File: src/rtl/scalar_kalman_filter_top_macros.svh
// ----------------------------------------------------------------------------
// Assertion macros for the scalar Kalman filter
// Clocked on clk_i and disabled while rst_ni is low.
// ----------------------------------------------------------------------------
`ifndef SCALAR_KALMAN_FILTER_TOP_MACROS_SVH
`define SCALAR_KALMAN_FILTER_TOP_MACROS_SVH

// Same-cycle implication.
`define SKF_ASSERT_IMPL(name, ante, cons, msg) \
  name: assert property (@(posedge clk_i) disable iff (!rst_ni) (ante) |-> (cons)) \
    else $error(msg);

// Next-cycle implication.
`define SKF_ASSERT_NEXT(name, ante, cons, msg) \
  name: assert property (@(posedge clk_i) disable iff (!rst_ni) (ante) |=> (cons)) \
    else $error(msg);

`endif

File: src/rtl/skf_pkg.sv
// ----------------------------------------------------------------------------
// skf_pkg
// Shared types, constants and Q16.16 saturation helpers of the filter.
// ----------------------------------------------------------------------------
`default_nettype none

package skf_pkg;

  typedef logic signed [31:0] q16_t;

  localparam q16_t QMax = 32'sh7fff_ffff;
  localparam q16_t QMin = 32'sh8000_0000;
  localparam q16_t One  = 32'sh0001_0000;

  // Multiplier: one 4-bit digit of the multiplier per cycle.
  localparam int unsigned MulDigitW = 4;
  localparam int unsigned MulSteps  = 32 / MulDigitW;
  localparam int unsigned MulCntW   = $clog2(MulSteps);

  // Divider: one quotient bit per cycle over a 48-bit dividend.
  localparam int unsigned DivSteps = 48;
  localparam int unsigned DivCntW  = $clog2(DivSteps);

  // Configuration register map.
  localparam int unsigned CfgIdxW = 3;
  typedef enum logic [CfgIdxW-1:0] {
    REG_Q  = 3'd0,
    REG_R  = 3'd1,
    REG_A  = 3'd2,
    REG_H  = 3'd3,
    REG_P0 = 3'd4
  } cfg_reg_e;

  localparam logic [30:0] ResetQ  = 31'd131072;
  localparam logic [30:0] ResetR  = 31'd5242880;
  localparam q16_t        ResetA  = 32'sd65536;
  localparam q16_t        ResetH  = 32'sd65536;
  localparam logic [30:0] ResetP0 = 31'd64225280;

  // Request and response of an arithmetic unit.
  typedef struct packed {
    logic start;
    q16_t op_a;
    q16_t op_b;
  } op_req_t;

  typedef struct packed {
    logic done;
    q16_t res;
  } op_rsp_t;

  function automatic logic [31:0] magnitude(q16_t v);
    logic [32:0] neg;
    neg = 33'd0 - {v[31], v};
    return v[31] ? neg[31:0] : v;
  endfunction

  // Applies a sign to an unsigned magnitude and saturates; big flags a
  // magnitude of 2^32 or more.
  function automatic q16_t sat_mag(logic big, logic [31:0] r, logic neg);
    q16_t res;
    if (big || r[31]) begin
      res = neg ? QMin : QMax;
    end else begin
      res = neg ? -$signed(r) : $signed(r);
    end
    return res;
  endfunction

  function automatic q16_t sat_add(q16_t a, q16_t b);
    logic signed [32:0] s;
    s = 33'(a) + 33'(b);
    if (s[32] != s[31]) begin
      return s[32] ? QMin : QMax;
    end
    return s[31:0];
  endfunction

  function automatic q16_t sat_sub(q16_t a, q16_t b);
    logic signed [32:0] s;
    s = 33'(a) - 33'(b);
    if (s[32] != s[31]) begin
      return s[32] ? QMin : QMax;
    end
    return s[31:0];
  endfunction

endpackage

`default_nettype wire

File: src/rtl/scalar_kalman_filter_top.sv
// ----------------------------------------------------------------------------
// scalar_kalman_filter_top
// One-dimensional Kalman filter in signed Q16.16 with a digit-serial
// multiplier and a bit-serial divider under a step sequencer.
// ----------------------------------------------------------------------------
//  Channel   Direction  Beat contents
//  s_axis    in         tdata[31:0] measurement
//  m_axis    out        tdata[31:0] estimate, tdata[63:32] gain
//  cfg       in         cfg_index_i register index, cfg_data_i value
//
//  Output valid follows an input beat after eight multiplies on the shared
//  4-bit digit multiplier, one divide (one quotient bit per cycle over 48
//  bits) and the output load. The next measurement is taken only once the
//  sequencer is back in idle, after the last result was loaded. A waiting
//  result does not block the next input; a stalled output holds the
//  sequencer in its output step. Reset loads the defaults.
// ----------------------------------------------------------------------------
`default_nettype none
`include "scalar_kalman_filter_top_macros.svh"

module scalar_kalman_filter_top (
  input  logic                         clk_i,
  input  logic                         rst_ni,
  input  logic                         s_axis_tvalid,
  output logic                         s_axis_tready,
  input  logic [31:0]                  s_axis_tdata,   // [31:0] measurement
  output logic                         m_axis_tvalid,
  input  logic                         m_axis_tready,
  output logic [63:0]                  m_axis_tdata,   // [31:0] estimate, [63:32] gain
  input  logic                         cfg_valid_i,
  output logic                         cfg_ready_o,
  input  logic [skf_pkg::CfgIdxW-1:0]  cfg_index_i,
  input  logic [31:0]                  cfg_data_i
);

  typedef enum logic [3:0] {
    ST_IDLE,
    ST_X,
    ST_AA,
    ST_AP,
    ST_PH,
    ST_PHH,
    ST_DIV,
    ST_DK,
    ST_KH,
    ST_UP,
    ST_OUT
  } state_e;

  state_e        state_q;
  logic [30:0]   q_q;
  logic [30:0]   r_q;
  skf_pkg::q16_t a_q;
  skf_pkg::q16_t h_q;
  skf_pkg::q16_t est_q;
  skf_pkg::q16_t var_q;
  logic          m_valid_q;

  skf_pkg::q16_t z_q;
  skf_pkg::q16_t x_q;
  skf_pkg::q16_t p_q;
  skf_pkg::q16_t ph_q;
  skf_pkg::q16_t k_q;
  logic [63:0]   m_data_q;

  skf_pkg::op_req_t mul_req;
  skf_pkg::op_rsp_t mul_rsp;
  skf_pkg::op_req_t div_req;
  skf_pkg::op_rsp_t div_rsp;

  logic          s_accept;
  logic          out_load;
  skf_pkg::q16_t p_w;
  skf_pkg::q16_t den_w;
  skf_pkg::q16_t est_w;

  assign s_accept = s_axis_tvalid && s_axis_tready;
  assign out_load = (state_q == ST_OUT) && (!m_valid_q || m_axis_tready);
  assign p_w      = skf_pkg::sat_add(mul_rsp.res, {1'b0, q_q});
  assign den_w    = skf_pkg::sat_add(mul_rsp.res, {1'b0, r_q});
  assign est_w    = skf_pkg::sat_add(x_q, mul_rsp.res);

  skf_mul u_mul (
    .clk_i  (clk_i),
    .rst_ni (rst_ni),
    .req_i  (mul_req),
    .rsp_o  (mul_rsp)
  );

  skf_div u_div (
    .clk_i  (clk_i),
    .rst_ni (rst_ni),
    .req_i  (div_req),
    .rsp_o  (div_rsp)
  );

  // Each step launches the next operation in the cycle its result arrives.
  always_comb begin
    mul_req = '0;
    div_req = '0;
    unique case (state_q)
      ST_IDLE: if (s_accept)     mul_req = '{1'b1, a_q, est_q};
      ST_X:    if (mul_rsp.done) mul_req = '{1'b1, a_q, a_q};
      ST_AA:   if (mul_rsp.done) mul_req = '{1'b1, mul_rsp.res, var_q};
      ST_AP:   if (mul_rsp.done) mul_req = '{1'b1, p_w, h_q};
      ST_PH:   if (mul_rsp.done) mul_req = '{1'b1, mul_rsp.res, h_q};
      ST_PHH:  if (mul_rsp.done) div_req = '{1'b1, ph_q, den_w};
      ST_DIV: begin
        if (div_rsp.done) begin
          mul_req = '{1'b1, skf_pkg::sat_sub(z_q, x_q), div_rsp.res};
        end
      end
      ST_DK:   if (mul_rsp.done) mul_req = '{1'b1, k_q, h_q};
      ST_KH: begin
        if (mul_rsp.done) begin
          mul_req = '{1'b1, skf_pkg::sat_sub(skf_pkg::One, mul_rsp.res), p_q};
        end
      end
      default: begin
      end
    endcase
  end

  always_ff @(posedge clk_i or negedge rst_ni) begin
    if (!rst_ni) begin
      state_q   <= ST_IDLE;
      q_q       <= skf_pkg::ResetQ;
      r_q       <= skf_pkg::ResetR;
      a_q       <= skf_pkg::ResetA;
      h_q       <= skf_pkg::ResetH;
      est_q     <= '0;
      var_q     <= {1'b0, skf_pkg::ResetP0};
      m_valid_q <= 1'b0;
      m_data_q  <= '0;
    end else begin
      if (cfg_valid_i) begin
        unique case (cfg_index_i)
          skf_pkg::REG_Q:  q_q <= cfg_data_i[30:0];
          skf_pkg::REG_R:  r_q <= cfg_data_i[30:0];
          skf_pkg::REG_A:  a_q <= cfg_data_i;
          skf_pkg::REG_H:  h_q <= cfg_data_i;
          skf_pkg::REG_P0: begin
            var_q <= {1'b0, cfg_data_i[30:0]};
          end
          default: begin
          end
        endcase
      end

      if (out_load) begin
        m_valid_q <= 1'b1;
        m_data_q  <= {k_q, est_q};
      end else if (m_axis_tvalid && m_axis_tready) begin
        m_valid_q <= 1'b0;
      end

      unique case (state_q)
        ST_IDLE: if (s_accept)     state_q <= ST_X;
        ST_X:    if (mul_rsp.done) state_q <= ST_AA;
        ST_AA:   if (mul_rsp.done) state_q <= ST_AP;
        ST_AP:   if (mul_rsp.done) state_q <= ST_PH;
        ST_PH:   if (mul_rsp.done) state_q <= ST_PHH;
        ST_PHH:  if (mul_rsp.done) state_q <= ST_DIV;
        ST_DIV:  if (div_rsp.done) state_q <= ST_DK;
        ST_DK: begin
          if (mul_rsp.done) begin
            est_q   <= est_w;
            state_q <= ST_KH;
          end
        end
        ST_KH:   if (mul_rsp.done) state_q <= ST_UP;
        ST_UP: begin
          if (mul_rsp.done) begin
            var_q   <= mul_rsp.res;
            state_q <= ST_OUT;
          end
        end
        ST_OUT: begin
          if (out_load) begin
            state_q <= ST_IDLE;
          end
        end
        default: state_q <= ST_IDLE;
      endcase
    end
  end

  always_ff @(posedge clk_i) begin
    if (s_accept) begin
      z_q <= s_axis_tdata;
    end
    if (mul_rsp.done && (state_q == ST_X)) begin
      x_q <= mul_rsp.res;
    end
    if (mul_rsp.done && (state_q == ST_AP)) begin
      p_q <= p_w;
    end
    if (mul_rsp.done && (state_q == ST_PH)) begin
      ph_q <= mul_rsp.res;
    end
    if (div_rsp.done && (state_q == ST_DIV)) begin
      k_q <= div_rsp.res;
    end
  end

  assign s_axis_tready = (state_q == ST_IDLE);
  assign m_axis_tvalid = m_valid_q;
  assign m_axis_tdata  = m_data_q;
  assign cfg_ready_o   = 1'b1;

  `SKF_ASSERT_IMPL(a_one_unit_busy, mul_req.start, !div_req.start, "multiply and divide launched together")
  `SKF_ASSERT_NEXT(a_out_loaded, out_load, m_valid_q && (state_q == ST_IDLE), "result not presented after final step")

endmodule

`default_nettype wire

File: src/rtl/skf_mul.sv
// ----------------------------------------------------------------------------
// skf_mul
// Digit-serial Q16.16 multiplier: 4 bits of the multiplier per cycle,
// followed by rounding to nearest and saturation.
// ----------------------------------------------------------------------------
`default_nettype none
`include "scalar_kalman_filter_top_macros.svh"

module skf_mul (
  input  logic             clk_i,
  input  logic             rst_ni,
  input  skf_pkg::op_req_t req_i,
  output skf_pkg::op_rsp_t rsp_o
);

  logic [31:0]                  mcand_q;
  logic [31:0]                  hi_q;
  logic [31:0]                  lo_q;
  logic                         neg_q;
  logic                         busy_q;
  logic                         fin_q;
  logic                         done_q;
  logic [skf_pkg::MulCntW-1:0]  cnt_q;
  skf_pkg::q16_t                res_q;

  logic [35:0] dsum;
  logic [63:0] rnd;

  // Partial product of one digit added to the running upper half.
  assign dsum = {4'd0, hi_q} + mcand_q * lo_q[skf_pkg::MulDigitW-1:0];
  assign rnd  = {hi_q, lo_q} + 64'h0000_0000_0000_8000;

  always_ff @(posedge clk_i or negedge rst_ni) begin
    if (!rst_ni) begin
      busy_q <= 1'b0;
      fin_q  <= 1'b0;
      done_q <= 1'b0;
      cnt_q  <= '0;
    end else begin
      fin_q  <= busy_q && (cnt_q == skf_pkg::MulCntW'(skf_pkg::MulSteps - 1));
      done_q <= fin_q;
      if (req_i.start) begin
        busy_q <= 1'b1;
        cnt_q  <= '0;
      end else if (busy_q) begin
        cnt_q <= cnt_q + 1'b1;
        if (cnt_q == skf_pkg::MulCntW'(skf_pkg::MulSteps - 1)) begin
          busy_q <= 1'b0;
        end
      end
    end
  end

  always_ff @(posedge clk_i) begin
    if (req_i.start) begin
      mcand_q <= skf_pkg::magnitude(req_i.op_a);
      lo_q    <= skf_pkg::magnitude(req_i.op_b);
      hi_q    <= '0;
      neg_q   <= req_i.op_a[31] ^ req_i.op_b[31];
    end else if (busy_q) begin
      hi_q <= dsum[35:4];
      lo_q <= {dsum[3:0], lo_q[31:4]};
    end
    if (fin_q) begin
      res_q <= skf_pkg::sat_mag(|rnd[63:48], rnd[47:16], neg_q);
    end
  end

  assign rsp_o.done = done_q;
  assign rsp_o.res  = res_q;

  `SKF_ASSERT_IMPL(a_mul_no_overlap, req_i.start, !busy_q && !fin_q, "multiply started while busy")
  `SKF_ASSERT_NEXT(a_mul_done_pulse, done_q, !done_q, "multiply done held longer than one cycle")

endmodule

`default_nettype wire

File: src/rtl/skf_div.sv
// ----------------------------------------------------------------------------
// skf_div
// Bit-serial restoring divider for Q16.16: one quotient bit per cycle,
// rounded to nearest, saturated, zero for a zero divisor.
// ----------------------------------------------------------------------------
`default_nettype none
`include "scalar_kalman_filter_top_macros.svh"

module skf_div (
  input  logic             clk_i,
  input  logic             rst_ni,
  input  skf_pkg::op_req_t req_i,
  output skf_pkg::op_rsp_t rsp_o
);

  logic [31:0]                  md_q;
  logic [47:0]                  num_q;
  logic [31:0]                  rem_q;
  logic [31:0]                  quo_q;
  logic                         big_q;
  logic                         neg_q;
  logic                         dz_q;
  logic                         busy_q;
  logic                         fin_q;
  logic                         done_q;
  logic [skf_pkg::DivCntW-1:0]  cnt_q;
  skf_pkg::q16_t                res_q;

  logic [31:0] md_w;
  logic [32:0] rem_sh;
  logic [32:0] diff;
  logic        ge;

  assign md_w   = skf_pkg::magnitude(req_i.op_b);
  assign rem_sh = {rem_q, num_q[47]};
  assign diff   = rem_sh - {1'b0, md_q};
  assign ge     = rem_sh >= {1'b0, md_q};

  always_ff @(posedge clk_i or negedge rst_ni) begin
    if (!rst_ni) begin
      busy_q <= 1'b0;
      fin_q  <= 1'b0;
      done_q <= 1'b0;
      cnt_q  <= '0;
    end else begin
      fin_q  <= busy_q && (cnt_q == skf_pkg::DivCntW'(skf_pkg::DivSteps - 1));
      done_q <= fin_q;
      if (req_i.start) begin
        busy_q <= 1'b1;
        cnt_q  <= '0;
      end else if (busy_q) begin
        cnt_q <= cnt_q + 1'b1;
        if (cnt_q == skf_pkg::DivCntW'(skf_pkg::DivSteps - 1)) begin
          busy_q <= 1'b0;
        end
      end
    end
  end

  always_ff @(posedge clk_i) begin
    if (req_i.start) begin
      md_q  <= md_w;
      // Half the divisor is added up front for round to nearest.
      num_q <= {skf_pkg::magnitude(req_i.op_a), 16'd0} + {17'd0, md_w[31:1]};
      rem_q <= '0;
      quo_q <= '0;
      big_q <= 1'b0;
      neg_q <= req_i.op_a[31] ^ req_i.op_b[31];
      dz_q  <= (req_i.op_b == '0);
    end else if (busy_q) begin
      rem_q <= ge ? diff[31:0] : rem_sh[31:0];
      num_q <= {num_q[46:0], 1'b0};
      quo_q <= {quo_q[30:0], ge};
      big_q <= big_q | quo_q[31];
    end
    if (fin_q) begin
      res_q <= dz_q ? '0 : skf_pkg::sat_mag(big_q, quo_q, neg_q);
    end
  end

  assign rsp_o.done = done_q;
  assign rsp_o.res  = res_q;

  `SKF_ASSERT_IMPL(a_div_no_overlap, req_i.start, !busy_q && !fin_q, "divide started while busy")

endmodule

`default_nettype wire
File: config.mk
export PLATFORM = sky130hd
export DESIGN_NAME = scalar_kalman_filter_top
export DESIGN_NICKNAME = d
export VERILOG_FILES = /design/src/rtl/skf_pkg.sv /design/src/rtl/scalar_kalman_filter_top.sv /design/src/rtl/skf_mul.sv /design/src/rtl/skf_div.sv
export VERILOG_INCLUDE_DIRS = /design/src /design/src/rtl
export SDC_FILE = /design/constraint.sdc
export NUM_CORES = 2
export LEC_CHECK = 0
export BUFFER_PORTS_ARGS = -buffer_cell sky130_fd_sc_hd__buf_2
export CAP_MARGIN = 20
export CORE_MARGIN = 4
export CORE_UTILIZATION = 35
export DETAILED_ROUTE_END_ITERATION = 6
export GPL_TIMING_DRIVEN = 0
export PLACE_DENSITY = 0.59
export SLEW_MARGIN = 20
export SYNTH_ARGS = -nofsm -noshare
export SYNTH_HDL_FRONTEND = slang
export SYNTH_SLANG_ARGS = --single-unit
File: constraint.sdc
create_clock -name clk_i -period 8.19 [get_ports clk_i]
set_input_delay 1.2285 -clock clk_i [delete_from_list [all_inputs] [get_ports clk_i]]
set_output_delay 1.2285 -clock clk_i [all_outputs]
set_load 0.005 [all_outputs]
==> impl_metrics.yaml <==
cts:
  insertion_delay_ns: 0.74
  cts.clk_slew.worst_paths_ns: 0.07
  cts.path.max_buffers: 3
  hold_buffers: 0
  cts_inserted_buffers: 87
  cts_num_sinks: 742
  htreeDepth: 3
  root_buffer: "clkbuf_16"
  cts_tree: "yes"
worst_setup_path:
  cp_common_cell: "a21oi_1"
  r2r_start: "u_mul.res_q[0]"
  endpoint: "u_div.num_q[43]"
  crit_fanout: 8
  max_stage_delay_ns: 0.92
  cp-start-kind: "register"
  cp-startpoint: "u_mul.res_q[0]"
  crit_required_ns: 8.60
  reg2reg_to: "u_div.num_q[43]"
  slowest_stage: "a2111oi_1"
  r2r_setup_slack_ns: 0.49
  cp-end-kind: "register"
  crit_type: "reg -> reg"
  cp.arrival_ns: 8.11
  r2r_cells: 31
placement:
  placed_area_sq_um: 53300
  dp.final_hpwl_um: 145000
  dp.cells: 7275
  port-buffer-count: 137
  globalplace.congestion: 1.02
  place_ws_ns: -2.19
flow_run:
  cap_violations: 0
power_and_ir_drop:
  clockPowerShare_pct: 23.9
  p_seq_share_pct: 32.0
  pwr-share-comb_pct: 44.2
  leakagePower_nw: 23.2
  p_switching_mw: 6.91
  power_mw: 16.9
  p_int_mw: 9.97
  ir_worst_vdd_v: 0.000192
  p_per_area_nw_per_um2: 298
  switching_share_pct: 40.9
global_routing:
  grt_pass1_wl_um: 272000
  grt_pass1_vias: 40600
  grt_max_degree: 93
  antenna_found_initial: 34
  overflow: 0
  grt.total_usage_pct: 24.4
yosys:
  synth_top_family_by_area: "compound AO/OA/AOI/OAI gates"
  synth-edff-count: 371
  synth_cell_types: 117
  synth_area_sq_um: 49900
  synth_mux_area_share_pct: 6.39
  synth_flop_cell: "edfxtp_1"
  yosys.area_share.simple_pct: 15.6
  ys_warn_count: 0
  synth_fa_ha_area_share_pct: 9.60
  synth_compound_area_share_pct: 18.5
  synthesis.nets: 5633
  netlist_instances: 5236
  synth_seq_area_share_pct: 39.9
  synth_xor_xnor_area_share_pct: 6.23
  ys_ff_latch: 742
  synth.avg_cell_area_sq_um: 9.54
  synthArstFlopShare_pct: 36.9
sta:
  setup_tns_ns: 0
  period_share_pct: 94.0
  skew_ns: 0.0879
  max_slew.worst_pin.slew_ns: 1.27
  rsz0062_at_grt: "false"
  slew_violations: 0
  max_freq_ghz: 0.130
  holdWs_ns: 0.359
  setup_viol: 0
  slew_headroom_pct: 14.7
  fin_ws_ns: 0.491
  hold_viol: 0
  min_period_ns: 7.70
detailed_routing:
  post_drt_wl_per_cell_um: 24.8
  vias: 43000
  ant_nets: 0
  drtIter0Drc: 4571
  firstDrtPassIters: 7
  viasPerCell: 5.75
  wl_um: 186000
  drc: 48
die:
  placementRows: 138
  core_sq_um: 142000
  die_x_um: 386
  fp.dieArea_sq_um: 149000
  die_h_um: 386
  start_util_pct: 35.3
  io-pin-count: 139
cells_and_area:
  nets: 5912
  drive_gt1_share_pct: 11.7
  area_delta_synth_final_pct: 13.6
  design_area_sq_um: 56800
  seq_area_sq_um: 20000
  final_common_cell: "nand2_1"
  final_cell_mix: "nand2_1, nor2_1, edfxtp_1"
  multiInputGateArea_sq_um: 28300
  final_cells: 7491
  fillCellCount: 14200
  final_core_util_pct: 40.1
outcome:
  violations: "DRC"
  status: "finished with violations"
hold_path:
  holdCritPathClass: "in -> async"
state kept, by name, summed over array words and instances (netlist names), 31 cells and up:
| signal | cells |
|---|---|
| u_mul.res_q | 32 |
| m_axis_tdata | 64 |
| q_q | 31 |
| u_div.num_q | 48 |
| z_q | 32 |
| x_q | 32 |
| u_mul.mcand_q | 32 |
| h_q | 32 |
| u_mul.lo_q | 32 |
| u_div.rem_q | 32 |
| k_q | 32 |
| a_q | 32 |
| r_q | 31 |
| var_q | 32 |
| p_q | 32 |
| u_div.md_q | 32 |
| u_mul.hi_q | 32 |
| u_div.res_q | 32 |
| est_q | 32 |
| u_div.quo_q | 32 |
| ph_q | 32 |
routing by layer:
metal  track usage, %  share of wire [%]
met1             32.6                 42
met2             37.7                 44
met4             11.9                5.6
met3             5.16                8.3
met5                0              0.044
cell usage after synthesis (all sizes together), types with 97 or more instances:
cell / number / area [sq um]
xnor2: 212 / 1860
a21oi: 314 / 1580
inv: 234 / 878
fa: 97 / 1940
xor2: 143 / 1250
ha: 228 / 2850
nor2: 437 / 1650
nand2: 557 / 2090
mux2: 192 / 2160
nand3: 108 / 546
edfxtp: 371 / 11100
and2: 100 / 627
clkbuf: 220 / 840
a21o: 124 / 933
dfxtp: 97 / 1940
mux2i: 103 / 1030
nor3: 97 / 507
dfrtp: 263 / 6580
o21ai: 385 / 1930
cell type report:
class,instances,area share (%)
well taps,1890,4.17
clock inverters,38,0.950
diodes,11,0.0485
plain buffers,248,1.75
inverters,235,1.56
clock buffers,126,4.27
flip-flops and latches,742,35.2
repair buffers,193,2.29
multi-input cells,4008,49.8
what timing repair did:
action / 4_1_cts / 5_1_grt
pin swaps: 6 / 5
cloned: 0 / 0
endpoints found under the setup margin: 25 / 18
resized for setup: 16 / 14
buffers inserted: 27 / 17
worst max-delay path: cells and delay by family (launching register included):
| kind | cells | cell delay (ns) |
|---|---|---|
| AO/OA/AOI/OAI | 17 | 3.84 |
| AND/OR/NAND/NOR | 7 | 1.46 |
| adder cells (fa/ha/maj) | 3 | 0.88 |
| buffers and inverters | 3 | 0.57 |
| flip-flops | 1 | 0.38 |
| XOR/XNOR | 1 | 0.29 |
kinds of logic (layout without fill, tap and decap cells):
kind of cell,Yosys count,in the layout
simple gates,1638,1638
fa+ha+maj,325,325
compound gates,1394,1394
xor+xnor,355,355
other cells,1,12
flops,742,742
buf+inv,486,840
mux,295,295
power by group through the flow:
stage          logic, mW  registers, mW  clock network [mW]
6_report            7.46           5.40                4.03
5_1_grt             8.34           5.46                4.26
4_1_cts             7.35           5.39                4.09
3_5_place_dp        7.25           5.48                   0
3_3_place_gp        7.14           5.48                   0
2_1_floorplan       5.55           5.12                   0
worst min path at each step:
stage | startpoint | end | slack (ns) | cells after the start
floorplan | u_div.res_q[0] | k_q[0] | 0.43 | 0
global placement | u_div.rem_q[1] | u_div.rem_q[1] | 0.47 | 2
detailed placement | u_div.rem_q[1] | u_div.rem_q[1] | 0.47 | 2
CTS | rst_ni | est_q[1] | 0.33 | 1
global route | rst_ni | m_axis_tdata[60] | 0.36 | 1
finish | rst_ni | est_q[1] | 0.36 | 1
No activity file was read; power rests on OpenSTA's default activity.
